<file path="config.mk">
export PLATFORM = sky130hd
export DESIGN_NAME = tbbs_queue
export DESIGN_NICKNAME = d
export VERILOG_FILES = /design/src/rtl/tbbs_pkg.sv /design/src/rtl/tbbs_queue.sv
export SDC_FILE = /design/constraint.sdc
export NUM_CORES = 1
export LEC_CHECK = 0
export ABC_CLOCK_PERIOD_IN_PS = 9230
export BUFFER_PORTS_ARGS = -buffer_cell sky130_fd_sc_hd__buf_2
export CAP_MARGIN = 20
export CORE_MARGIN = 5
export CORE_UTILIZATION = 52
export CTS_CLUSTER_SIZE = 25
export DETAILED_ROUTE_END_ITERATION = 12
export PLACE_DENSITY = 0.79
export SYNTH_ARGS = -nofsm -noshare
export SYNTH_HDL_FRONTEND = slang
export SYNTH_SLANG_ARGS = --single-unit
</file>
<file path="constraint.sdc">
create_clock -name clk -period 9.23 [get_ports clk]
set_input_delay 1.846 -clock clk [delete_from_list [all_inputs] [get_ports clk]]
set_output_delay 1.846 -clock clk [all_outputs]
set_load 0.05 [all_outputs]
</file>
<file path="src/rtl/tbbs_pkg.sv">
// Shared types, widths and register codes of the transformed bounding box and sphere block.
package tbbs_pkg;

  localparam int COORD_W    = 16;
  localparam int COEF_W     = 16;
  localparam int PROD_W     = COORD_W + COEF_W;
  localparam int ACC_W      = PROD_W + 2;
  localparam int FRAC_SHIFT = 14;
  localparam int Q_W        = ACC_W - FRAC_SHIFT;
  localparam int VAL_W      = 24;
  localparam int REG_W      = 48;
  localparam int IDX_W      = 3;
  localparam int SQ_W       = 2 * VAL_W;
  localparam int SUM_W      = SQ_W + 2;
  localparam int ROOT_STEPS = SUM_W / 2;
  localparam int STEP_W     = 5;
  localparam int IN_W       = 3 * COORD_W;
  localparam int OUT_W      = 10 * VAL_W;

  localparam int QUEUE_DEPTH_DEF = 2;

  localparam logic [REG_W-1:0] X_COEFFS_RST = 48'h4000_0000_0000;
  localparam logic [REG_W-1:0] Y_COEFFS_RST = 48'h0000_4000_0000;
  localparam logic [REG_W-1:0] Z_COEFFS_RST = 48'h0000_0000_4000;

  localparam logic [VAL_W-1:0] VAL_MAX = 24'h7F_FFFF;
  localparam logic [VAL_W-1:0] VAL_MIN = 24'h80_0000;
  localparam logic [VAL_W-1:0] RAD_MAX = 24'hFF_FFFF;

  typedef enum logic [IDX_W-1:0] {
    REG_X_COEFFS  = 3'd0,
    REG_Y_COEFFS  = 3'd1,
    REG_Z_COEFFS  = 3'd2,
    REG_TRANS_X   = 3'd3,
    REG_TRANS_Y   = 3'd4,
    REG_TRANS_Z   = 3'd5
  } cfg_index_t;

  typedef struct packed {
    logic [2:0][REG_W-1:0] coeffs;
    logic [2:0][VAL_W-1:0] trans;
  } cfg_t;

  typedef struct packed {
    logic [2:0][VAL_W-1:0] hi;
    logic [2:0][VAL_W-1:0] lo;
  } box_t;

  typedef enum logic [2:0] {
    ST_IDLE,
    ST_HALF,
    ST_SQUARE,
    ST_SUM,
    ST_ROOT,
    ST_OUT
  } back_state_t;

endpackage

</file>
<file path="src/rtl/tbbs_queue.sv">
// Short queue of finished boxes between the front and back parts.
module tbbs_queue import tbbs_pkg::*; #(
  parameter int DEPTH = QUEUE_DEPTH_DEF
) (
  input  logic clk,
  input  logic rst_n,
  input  logic push,
  input  box_t push_box,
  output logic full,
  input  logic pop,
  output logic empty,
  output box_t head
);

  localparam int PTR_W = $clog2(DEPTH);
  localparam int CNT_W = $clog2(DEPTH + 1);

  box_t             mem_r [DEPTH];
  logic [PTR_W-1:0] wr_ptr_r, rd_ptr_r;
  logic [CNT_W-1:0] cnt_r;
  logic             do_push, do_pop;

  assign full    = (cnt_r == CNT_W'(DEPTH));
  assign empty   = (cnt_r == '0);
  assign do_push = push && !full;
  assign do_pop  = pop && !empty;
  assign head    = mem_r[rd_ptr_r];

  always_ff @(posedge clk) begin
    if (!rst_n) begin
      wr_ptr_r <= '0;
      rd_ptr_r <= '0;
      cnt_r    <= '0;
    end else begin
      if (do_push) begin
        wr_ptr_r <= (wr_ptr_r == PTR_W'(DEPTH - 1)) ? '0 : wr_ptr_r + 1'b1;
      end
      if (do_pop) begin
        rd_ptr_r <= (rd_ptr_r == PTR_W'(DEPTH - 1)) ? '0 : rd_ptr_r + 1'b1;
      end
      if (do_push && !do_pop) begin
        cnt_r <= cnt_r + 1'b1;
      end else if (do_pop && !do_push) begin
        cnt_r <= cnt_r - 1'b1;
      end
    end
  end

  always_ff @(posedge clk) begin
    if (do_push) begin
      mem_r[wr_ptr_r] <= push_box;
    end
  end

  assert property (@(posedge clk) disable iff (!rst_n) !(push && full))
    else $error("push into full queue");

  assert property (@(posedge clk) disable iff (!rst_n) cnt_r <= CNT_W'(DEPTH))
    else $error("queue count overflow");

endmodule

</file>
==> results.py <==
metrics = {
    "cts": {
        "clkTransAtPathRegs_ns": 0.06,
        "cts-resized-gates": 0,
        "cts_num_sinks": 293,
        "cts_buffers": 29,
        "cts_htree_levels": 1,
        "cts_setup_buffers": 0,
        "clock_latency_ns": 0.53,
        "clockBufferDepth": 3,
        "cts_tree": "yes",
        "root_buffer": "clkbuf_16",
        "ctsHoldBuffers": 0,
    },
    "placed_design": {
        "dp_hpwl_um": 14600,
        "gp_congestion": 0.800,
        "port_buffers": 293,
        "dp.cells": 1025,
    },
    "setup_path": {
        "r2r_slack_ns": 6.42,
        "slowest_stage": "buf_4",
        "cp_cell_sequence": "buf_4 -> mux2_2 -> buf_2",
        "crit_required_ns": 7.38,
        "cpPeakStageDelay_ns": 0.76,
        "rr_worst_depth": 3,
        "critPathCaptureType": "primary output",
        "crit_buf_inv": 2,
        "path_class": "reg -> out",
        "r2r-start": "cnt_r[0]",
        "crit_family": "buffers and inverters",
        "r2r-end": "mem_r[1][83]",
        "critPathLaunchType": "register",
        "crit_fanout": 65,
        "critPathArrivalTime_ns": 2.75,
    },
    "finish": {
        "final_layout_size_suffix_gt1_share_pct": 59.7,
        "nets": 935,
        "syn_to_final_growth_pct": 24.2,
        "stdcell_count": 1078,
        "n_antenna_cell": 0,
        "final_util_pct": 66.0,
    },
    "sta": {
        "whs_ns": 0.539,
        "tightestPinTransition_ns": 1.08,
        "finalSetupViolCount": 0,
        "final.min_clock_period_ns": 4.59,
        "hold_viol_final": 0,
        "skew_ns": 0.0157,
        "max_freq_mhz": 218,
        "maxSlewViolCount": 0,
        "maxSlewHeadroom_pct": 28.1,
        "post-route-period-util_pct": 49.8,
        "fin_setup_tns_ns": 0,
        "rsz0062_at_grt": "no",
    },
    "detailed_routing": {
        "wl_per_cell_um": 19.9,
        "dr.pass1.iters": 4,
        "drc": 0,
        "drt-total-wl_um": 21400,
        "drtAntennaViolNets": 0,
        "viasPerCell": 5.14,
        "vias": 5536,
        "first_iter_violations": 304,
    },
    "die": {
        "coreArea_um2": 20400,
        "fp-row-count": 52,
        "ios": 294,
        "start_util_pct": 53.2,
        "die_area_um2": 23900,
        "dieHeight_um": 155,
        "die_x_um": 155,
    },
    "global_routing": {
        "grt_first_pass_wirelength_um": 32500,
        "antenna_found_initial": 3,
        "grt_overflow_total": 0,
        "track_usage_pct": 17.2,
        "grt_pass1_vias": 6063,
        "grt_start_max_net_pins": 81,
    },
    "synthesis": {
        "synth_top_area_share_pct": 79.6,
        "synth_edf_count": 288,
        "synth_most_common_cell": "edfxtp_1",
        "seq_area_frac_synth_pct": 80.6,
        "synth.avg_cell_area_um2": 23.0,
        "ys_seq_elements": 293,
        "synthArstFlopShare_pct": 0,
        "syn_area_um2": 10900,
        "netlist_instances": 473,
        "synthTopCellsByArea": "edfxtp_1 (80%), mux2_2 (8.7%), mux2_4 (8.3%), dfxtp_1 (0.92%), buf_6 (0.83%)",
        "dominantRegCellSynth": "edfxtp_1",
        "synthTopCellsByCount": "edfxtp_1 (288), mux2_2 (84), mux2_4 (60)",
        "synth_top_area_cell": "edfxtp_1",
        "synth_cell_types": 21,
        "yosysWarnings": 0,
        "syn_nets": 622,
    },
    "pwr": {
        "p_per_area_nw_per_um2": 327,
        "p_comb_share_pct": 35.5,
        "clkPwrFrac_pct": 24.9,
        "switching_share_pct": 36.9,
        "p_seq_share_pct": 39.6,
        "max-vdd-ir-drop_v": 0.000223,
        "finalPower_w": 0.00441,
        "p_sw_w": 0.00163,
        "intPower_w": 0.00278,
        "p_leak_nw": 5.15,
    },
    "min_path": {
        "hp-class": "reg -> reg",
        "hold_path_startpoint": "cnt_r[1]",
        "whs_path_depth": 2,
        "worstHoldEndpoint": "cnt_r[1]",
    },
    "status": {
        "status": "complete, no violations",
    },
    "flow_run": {
        "maxCapViolCount": 0,
    },
}
worst reg2reg max path, stage by stage, from the launching register on:
cell and delay, ns:
dfxtp_1 0.43, nand2b_1 0.18, and3_4 0.86, buf_4 0.89
stage by stage:
step,cell area (um2),setup WS [ns]
floorplan,10900,1.14
global placement,12600,5.14
global route,13500,4.49
detailed placement,12600,5.05
finish,13500,4.64
CTS,13500,4.61
power by group through the flow:
stage / Combinational [W] / Sequential, W / Clock [W]
after floorplan: 0.00129 / 0.00176 / 0
after global placement: 0.00156 / 0.00176 / 0
after detailed placement: 0.00158 / 0.00177 / 0
after CTS: 0.00158 / 0.00175 / 0.00112
after global routing: 0.00163 / 0.00176 / 0.00119
final: 0.00156 / 0.00174 / 0.00110
layer usage:
metal | share of wire, % | GRT usage [%] | routed length, um
met4 | 1.8 | 3.74 | 386
met1 | 39 | 22.0 | 8320
met2 | 50 | 29.6 | 10700
met5 | 0.19 | 0 | 41
met3 | 9.1 | 5.00 | 1950
cell usage in the layout (no fill, tap or decap), types with 2 or more instances in the layout:
master,count
and2_1,3
buf_2,293
buf_4,5
bufinv_16,2
clkbuf_1,8
clkbuf_16,29
clkbuf_8,3
clkinv_1,8
clkinv_2,3
dfxtp_1,4
edfxtp_1,288
inv_1,2
mux2_2,84
mux2_4,60
nor2_1,2
xnor2_1,2
kinds of logic after synthesis:
group	after synthesis	synth area share (%)
DFF	293	80.6
AOI/OAI and AO/OA	5	0.300
and+or+nand+nor	9	0.507
adders and majority gates	1	0.115
buffers and inverters	18	1.27
muxes	144	17.0
xor gates and xnor gates	3	0.242
area by class of cell:
class,instances,area [um2]
clock buffers,40,797
repair buffers,298,1500
clock inverters,13,105
flip-flops and latches,293,8750
inverters,2,7.51
multi-input cells,162,1980
well taps,270,338
fillers,1360,6940
worst max-delay path by stage:
stage | start | cells past startpoint | end | slack [ns]
floorplan | push | 2 | mem_r[0][0] | 1.14
global placement | push | 3 | mem_r[1][111] | 5.14
detailed placement | push | 3 | mem_r[1][79] | 5.05
CTS | register | 3 | head[37] | 4.61
global route | register | 3 | head[10] | 4.49
finish | register | 3 | head[37] | 4.64
registers in the layout, indices dropped and copies added, names as in the netlist, named ones only:
register / flops
mem_r: 288
rd_ptr_r: 1
wr_ptr_r: 1
cnt_r: 2
(Power assumes the default switching activity.)
