--- config.mk ---
export PLATFORM = sky130hd
export DESIGN_NAME = tbbs_back
export DESIGN_NICKNAME = d
export VERILOG_FILES = /design/src/rtl/tbbs_pkg.sv /design/src/rtl/tbbs_back.sv
export SDC_FILE = /design/constraint.sdc
export NUM_CORES = 2
export LEC_CHECK = 0
export BUFFER_PORTS_ARGS = -buffer_cell sky130_fd_sc_hd__buf_4
export CAP_MARGIN = 30
export CORE_MARGIN = 10
export CORE_UTILIZATION = 41
export CTS_CLUSTER_SIZE = 40
export DETAILED_ROUTE_END_ITERATION = 6
export PLACE_DENSITY_LB_ADDON = 0.3
export SLEW_MARGIN = 20
export SYNTH_ARGS = -nofsm -noshare
export SYNTH_HDL_FRONTEND = slang
export SYNTH_SLANG_ARGS = --single-unit
--- constraint.sdc ---
create_clock -name clk -period 41.3 [get_ports clk]
set_input_delay 2.065 -clock clk [delete_from_list [all_inputs] [get_ports clk]]
set_output_delay 2.065 -clock clk [all_outputs]
set_load 0.05 [all_outputs]
--- src/rtl/tbbs_pkg.sv ---
// Shared types, widths and register codes of the transformed bounding box and sphere block.
package tbbs_pkg;

  localparam int COORD_W    = 16;
  localparam int COEF_W     = 16;
  localparam int PROD_W     = COORD_W + COEF_W;
  localparam int ACC_W      = PROD_W + 2;
  localparam int FRAC_SHIFT = 14;
  localparam int Q_W        = ACC_W - FRAC_SHIFT;
  localparam int VAL_W      = 24;
  localparam int REG_W      = 48;
  localparam int IDX_W      = 3;
  localparam int SQ_W       = 2 * VAL_W;
  localparam int SUM_W      = SQ_W + 2;
  localparam int ROOT_STEPS = SUM_W / 2;
  localparam int STEP_W     = 5;
  localparam int IN_W       = 3 * COORD_W;
  localparam int OUT_W      = 10 * VAL_W;

  localparam int QUEUE_DEPTH_DEF = 2;

  localparam logic [REG_W-1:0] X_COEFFS_RST = 48'h4000_0000_0000;
  localparam logic [REG_W-1:0] Y_COEFFS_RST = 48'h0000_4000_0000;
  localparam logic [REG_W-1:0] Z_COEFFS_RST = 48'h0000_0000_4000;

  localparam logic [VAL_W-1:0] VAL_MAX = 24'h7F_FFFF;
  localparam logic [VAL_W-1:0] VAL_MIN = 24'h80_0000;
  localparam logic [VAL_W-1:0] RAD_MAX = 24'hFF_FFFF;

  typedef enum logic [IDX_W-1:0] {
    REG_X_COEFFS  = 3'd0,
    REG_Y_COEFFS  = 3'd1,
    REG_Z_COEFFS  = 3'd2,
    REG_TRANS_X   = 3'd3,
    REG_TRANS_Y   = 3'd4,
    REG_TRANS_Z   = 3'd5
  } cfg_index_t;

  typedef struct packed {
    logic [2:0][REG_W-1:0] coeffs;
    logic [2:0][VAL_W-1:0] trans;
  } cfg_t;

  typedef struct packed {
    logic [2:0][VAL_W-1:0] hi;
    logic [2:0][VAL_W-1:0] lo;
  } box_t;

  typedef enum logic [2:0] {
    ST_IDLE,
    ST_HALF,
    ST_SQUARE,
    ST_SUM,
    ST_ROOT,
    ST_OUT
  } back_state_t;

endpackage

--- src/rtl/tbbs_back.sv ---
// Sphere center and radius sequencer with the result register.
module tbbs_back import tbbs_pkg::*; (
  input  logic             clk,
  input  logic             rst_n,
  input  logic             queue_empty,
  input  box_t             head,
  output logic             pop,
  output logic             out_valid,
  input  logic             out_ready,
  output logic [OUT_W-1:0] out_data
);

  back_state_t           state_r, state_nxt;
  box_t                  box_r;
  logic [2:0][VAL_W-1:0] half_r, center_r;
  logic [2:0][SQ_W-1:0]  sqr_r;
  logic [SUM_W-1:0]      rem_r, root_r, bit_r;
  logic [STEP_W-1:0]     step_r;
  logic                  out_valid_r;
  logic [OUT_W-1:0]      out_data_r;
  logic [SUM_W-1:0]      trial;
  logic                  take;
  logic                  load_out;
  logic [VAL_W-1:0]      rad;
  logic [2:0][VAL_W:0]   diff;

  assign trial = root_r + bit_r;
  assign take  = (rem_r >= trial);
  assign rad   = (|root_r[SUM_W-1:VAL_W]) ? RAD_MAX : root_r[VAL_W-1:0];

  always_comb begin
    for (int a = 0; a < 3; a++) begin
      diff[a] = {box_r.hi[a][VAL_W-1], box_r.hi[a]} - {box_r.lo[a][VAL_W-1], box_r.lo[a]};
    end
  end

  always_comb begin
    state_nxt = state_r;
    pop       = 1'b0;
    load_out  = 1'b0;
    case (state_r)
      ST_IDLE: begin
        if (!queue_empty) begin
          pop       = 1'b1;
          state_nxt = ST_HALF;
        end
      end
      ST_HALF:   state_nxt = ST_SQUARE;
      ST_SQUARE: state_nxt = ST_SUM;
      ST_SUM:    state_nxt = ST_ROOT;
      ST_ROOT: begin
        if (step_r == '0) begin
          state_nxt = ST_OUT;
        end
      end
      ST_OUT: begin
        if (!out_valid_r || out_ready) begin
          load_out  = 1'b1;
          state_nxt = ST_IDLE;
        end
      end
      default: state_nxt = ST_IDLE;
    endcase
  end

  always_ff @(posedge clk) begin
    if (!rst_n) begin
      state_r     <= ST_IDLE;
      out_valid_r <= 1'b0;
    end else begin
      state_r <= state_nxt;
      if (load_out) begin
        out_valid_r <= 1'b1;
      end else if (out_ready) begin
        out_valid_r <= 1'b0;
      end
    end
  end

  always_ff @(posedge clk) begin
    if (pop) begin
      box_r <= head;
    end
    if (state_r == ST_HALF) begin
      for (int a = 0; a < 3; a++) begin
        half_r[a]   <= diff[a][VAL_W:1];
        center_r[a] <= box_r.lo[a] + diff[a][VAL_W:1];
      end
    end
    if (state_r == ST_SQUARE) begin
      for (int a = 0; a < 3; a++) begin
        sqr_r[a] <= half_r[a] * half_r[a];
      end
    end
    if (state_r == ST_SUM) begin
      rem_r  <= SUM_W'(sqr_r[0]) + SUM_W'(sqr_r[1]) + SUM_W'(sqr_r[2]);
      root_r <= '0;
      bit_r  <= SUM_W'(1) << (SUM_W - 2);
      step_r <= STEP_W'(ROOT_STEPS - 1);
    end
    if (state_r == ST_ROOT) begin
      if (take) begin
        rem_r  <= rem_r - trial;
        root_r <= (root_r >> 1) + bit_r;
      end else begin
        root_r <= root_r >> 1;
      end
      bit_r  <= bit_r >> 2;
      step_r <= step_r - 1'b1;
    end
    if (load_out) begin
      out_data_r <= {rad, center_r[2], center_r[1], center_r[0],
                     box_r.hi[2], box_r.hi[1], box_r.hi[0],
                     box_r.lo[2], box_r.lo[1], box_r.lo[0]};
    end
  end

  assign out_valid = out_valid_r;
  assign out_data  = out_data_r;

  assert property (@(posedge clk) disable iff (!rst_n)
    $rose(out_valid_r) |-> $past(state_r == ST_OUT))
    else $error("result raised outside output state");

  assert property (@(posedge clk) disable iff (!rst_n)
    (state_r == ST_ROOT && step_r == '0) |=> state_r == ST_OUT)
    else $error("root iteration count mismatch");

endmodule

==> impl_metrics.py <==
metrics = {
    "outcome": {
        "outcome": "finished, final reports clean",
    },
    "yosys": {
        "synth-seq-cells": 803,
        "synth_edf_count": 748,
        "ys.flop_type": "edfxtp_1",
        "ys_seq_area_share_pct": 26.5,
        "syn-cell-area_mm2": 0.0889,
        "avgSynthCellArea_um2": 10.4,
        "ys_types": 80,
        "yosys_warnings": 0,
        "synth_cells": 8562,
        "synthArstFlopShare_pct": 0,
    },
    "setup_path": {
        "cp-end-kind": "flop",
        "path_max_fanout": 25,
        "rr_startpoint": "half_r[0]",
        "r2r-end": "sqr_r[45]",
        "crit_slowest_cell": "edfxtp_1",
        "reg2reg_slack_ns": 32.88,
        "cp.required_ns": 41.79,
        "crit_type": "flop to flop",
        "crit_path_start_kind": "flop",
        "cp_num_buf_inv": 7,
        "reg2regPathDepth": 27,
        "slowest_delay_ns": 1.01,
        "startpoint": "half_r[0]",
        "worstPathArrival_ns": 8.91,
        "crit_family": "adder cells",
    },
    "layout": {
        "final_common_cell": "inv_1",
        "nets": 11200,
        "multi_input_area_mm2": 0.0573,
        "layout-drive-gt1-share_pct": 7.53,
        "layout_common_cells": "1915 x inv_1, 1323 x fa_1, 812 x ha_1, 748 x edfxtp_1, 686 x nand2_1",
        "synthToLayoutAreaGrowth_pct": 10.9,
        "fill_cells": 19900,
        "seq_area_mm2": 0.0236,
        "fin_cells": 11800,
    },
    "place": {
        "dp.cells": 11600,
        "dp_hpwl_um": 172000,
        "portBuffers": 389,
        "gp_congestion": 0.904,
    },
    "drt": {
        "drtPass1Iterations": 6,
        "viasPerCell": 5.06,
        "wirelength_um": 215000,
        "remaining_drc_errors": 0,
        "wire_per_inst_um": 18.1,
        "antenna_left": 0,
        "drtIter0Drc": 3600,
        "num_vias": 59800,
    },
    "sta": {
        "max_slew.worst_pin.slew_ns": 1.02,
        "period_share_pct": 20.4,
        "fmax_mhz": 119,
        "max-slew-margin-rel_pct": 31.9,
        "fin_tns_setup_ns": 0,
        "finalSetupViolCount": 0,
        "drv_slew": 0,
        "skew_ns": 0.0639,
        "period_minus_slack_ns": 8.42,
        "rsz0062_at_grt": "no",
        "hold_viol_final": 0,
    },
    "worst_hold_path": {
        "hold_path_depth": 0,
        "whs_endpoint": "out_data[198]",
        "min_from": "center_r[54]",
        "holdCritPathClass": "flop to flop",
    },
    "grt": {
        "grt_pass1_wl_um": 349000,
        "grt_pass1_vias": 64700,
        "grt_max_degree": 77,
        "track_usage_pct": 18.3,
        "grt_overflow_total": 0,
        "grt_antenna_before_repair": 3,
    },
    "floorplanning": {
        "row_count": 170,
        "die_area_mm2": 0.236,
        "start_util_pct": 41.3,
        "die_width_um": 486,
        "die_h_um": 486,
        "ios": 390,
        "core_area_mm2": 0.215,
    },
    "clock_network": {
        "clk_latency_ns": 0.76,
        "clock_sinks": 803,
        "clock-root-buffer": "clkbuf_16",
        "cts_resized": 0,
        "clkTransAtPathRegs_ns": 0.06,
        "postCtsSetupBuffers": 0,
        "clock_path_buffers": 3,
        "cts_buffers": 94,
        "htree_levels": 3,
        "cts_tree": "yes",
        "cts_hold_buf": 0,
    },
    "flow_run": {
        "drv_cap": 0,
    },
}
==> cells by family (layout without fill, tap and decap cells) <==
kind of cell               count (synthesis)  in the layout  synth area share (%)
AOI/OAI and AO/OA                       1174           1174                  8.51
xor gates and xnor gates                 466            466                  4.59
adders and majority gates               2135           2135                  41.2
buffers and inverters                   2138           2564                  9.09
DFF                                      803            803                  26.5
muxes                                     11             11                 0.128
other                                      1              5               0.00422
and+or+nand+nor                         1834           1834                  9.99
==> layer usage <==
metal  up-vias  GRT usage, %  part of all wire (%)
li1      28100             -                     -
met1     30000          24.9                    45
met2      1471          30.5                    47
met3       278          2.85                   5.3
met4         0          4.67                   2.4
met5         -             0                     0
==> stage by stage <==
| stage | hold WS (ns) | area (µm²) | worst slack, ns | utilization, % |
|---|---|---|---|---|
| after global placement | 0.402 | 95100 | 32.97 | 44.2 |
| final | 0.401 | 98600 | 32.88 | 45.8 |
| after floorplan | 0.400 | 88900 | 22.28 | - |
| after detailed placement | 0.405 | 95200 | 32.83 | 44.2 |
| after CTS | 0.405 | 98400 | 32.82 | 45.7 |
| after global routing | 0.419 | 98600 | 32.38 | 45.8 |
==> flip-flops by register name, indices dropped and copies added (netlist names) <==
name and count:
rem_r 50, sqr_r 141, state_r 3, bit_r 25, center_r 72, root_r 50, step_r 5, half_r 72
out_valid 1, out_data 240, box_r 144
==> cell type report <==
type	instances	share of cell area, %
clock buffer	117	2.49
tap	2838	3.60
sequential	803	23.9
antenna	2	0.00508
clock inverter	55	0.721
timing repair buffer	477	3.82
multi-input combinational	5623	58.2
inverter	1915	7.29
==> cell usage after synthesis (all sizes together), types with 18 or more instances <==
cell type  count  area (µm²)
a211oi        72         556
a21o         196        1470
a21oi        339        1700
a31o          19         166
a31oi         69         432
and2         367        2300
and3          63         394
buf           24         149
clkbuf       199         747
dfxtp         55        1100
edfxtp       748       22500
fa          1323       26500
ha           812       10200
inv         1915        7190
nand2        688        2580
nand2b        49         307
nand3         69         345
nand4         36         225
nor2         319        1200
nor2b         91         569
nor3          46         230
o211ai        18         135
o21a          44         330
o21ai        210        1050
o21bai        63         473
or3           39         244
xnor2        265        2320
xor2         201        1760
==> worst max-delay path by stage <==
stage / end / cells past startpoint
6_report: sqr_r[45] / 27
5_1_grt: sqr_r[46] / 26
4_1_cts: sqr_r[47] / 27
3_5_place_dp: sqr_r[47] / 27
3_3_place_gp: sqr_r[88] / 24
2_1_floorplan: pop / 1
Power is not shown: default switching activity piles up to over one toggle a cycle in this logic, so the estimate is an artifact.
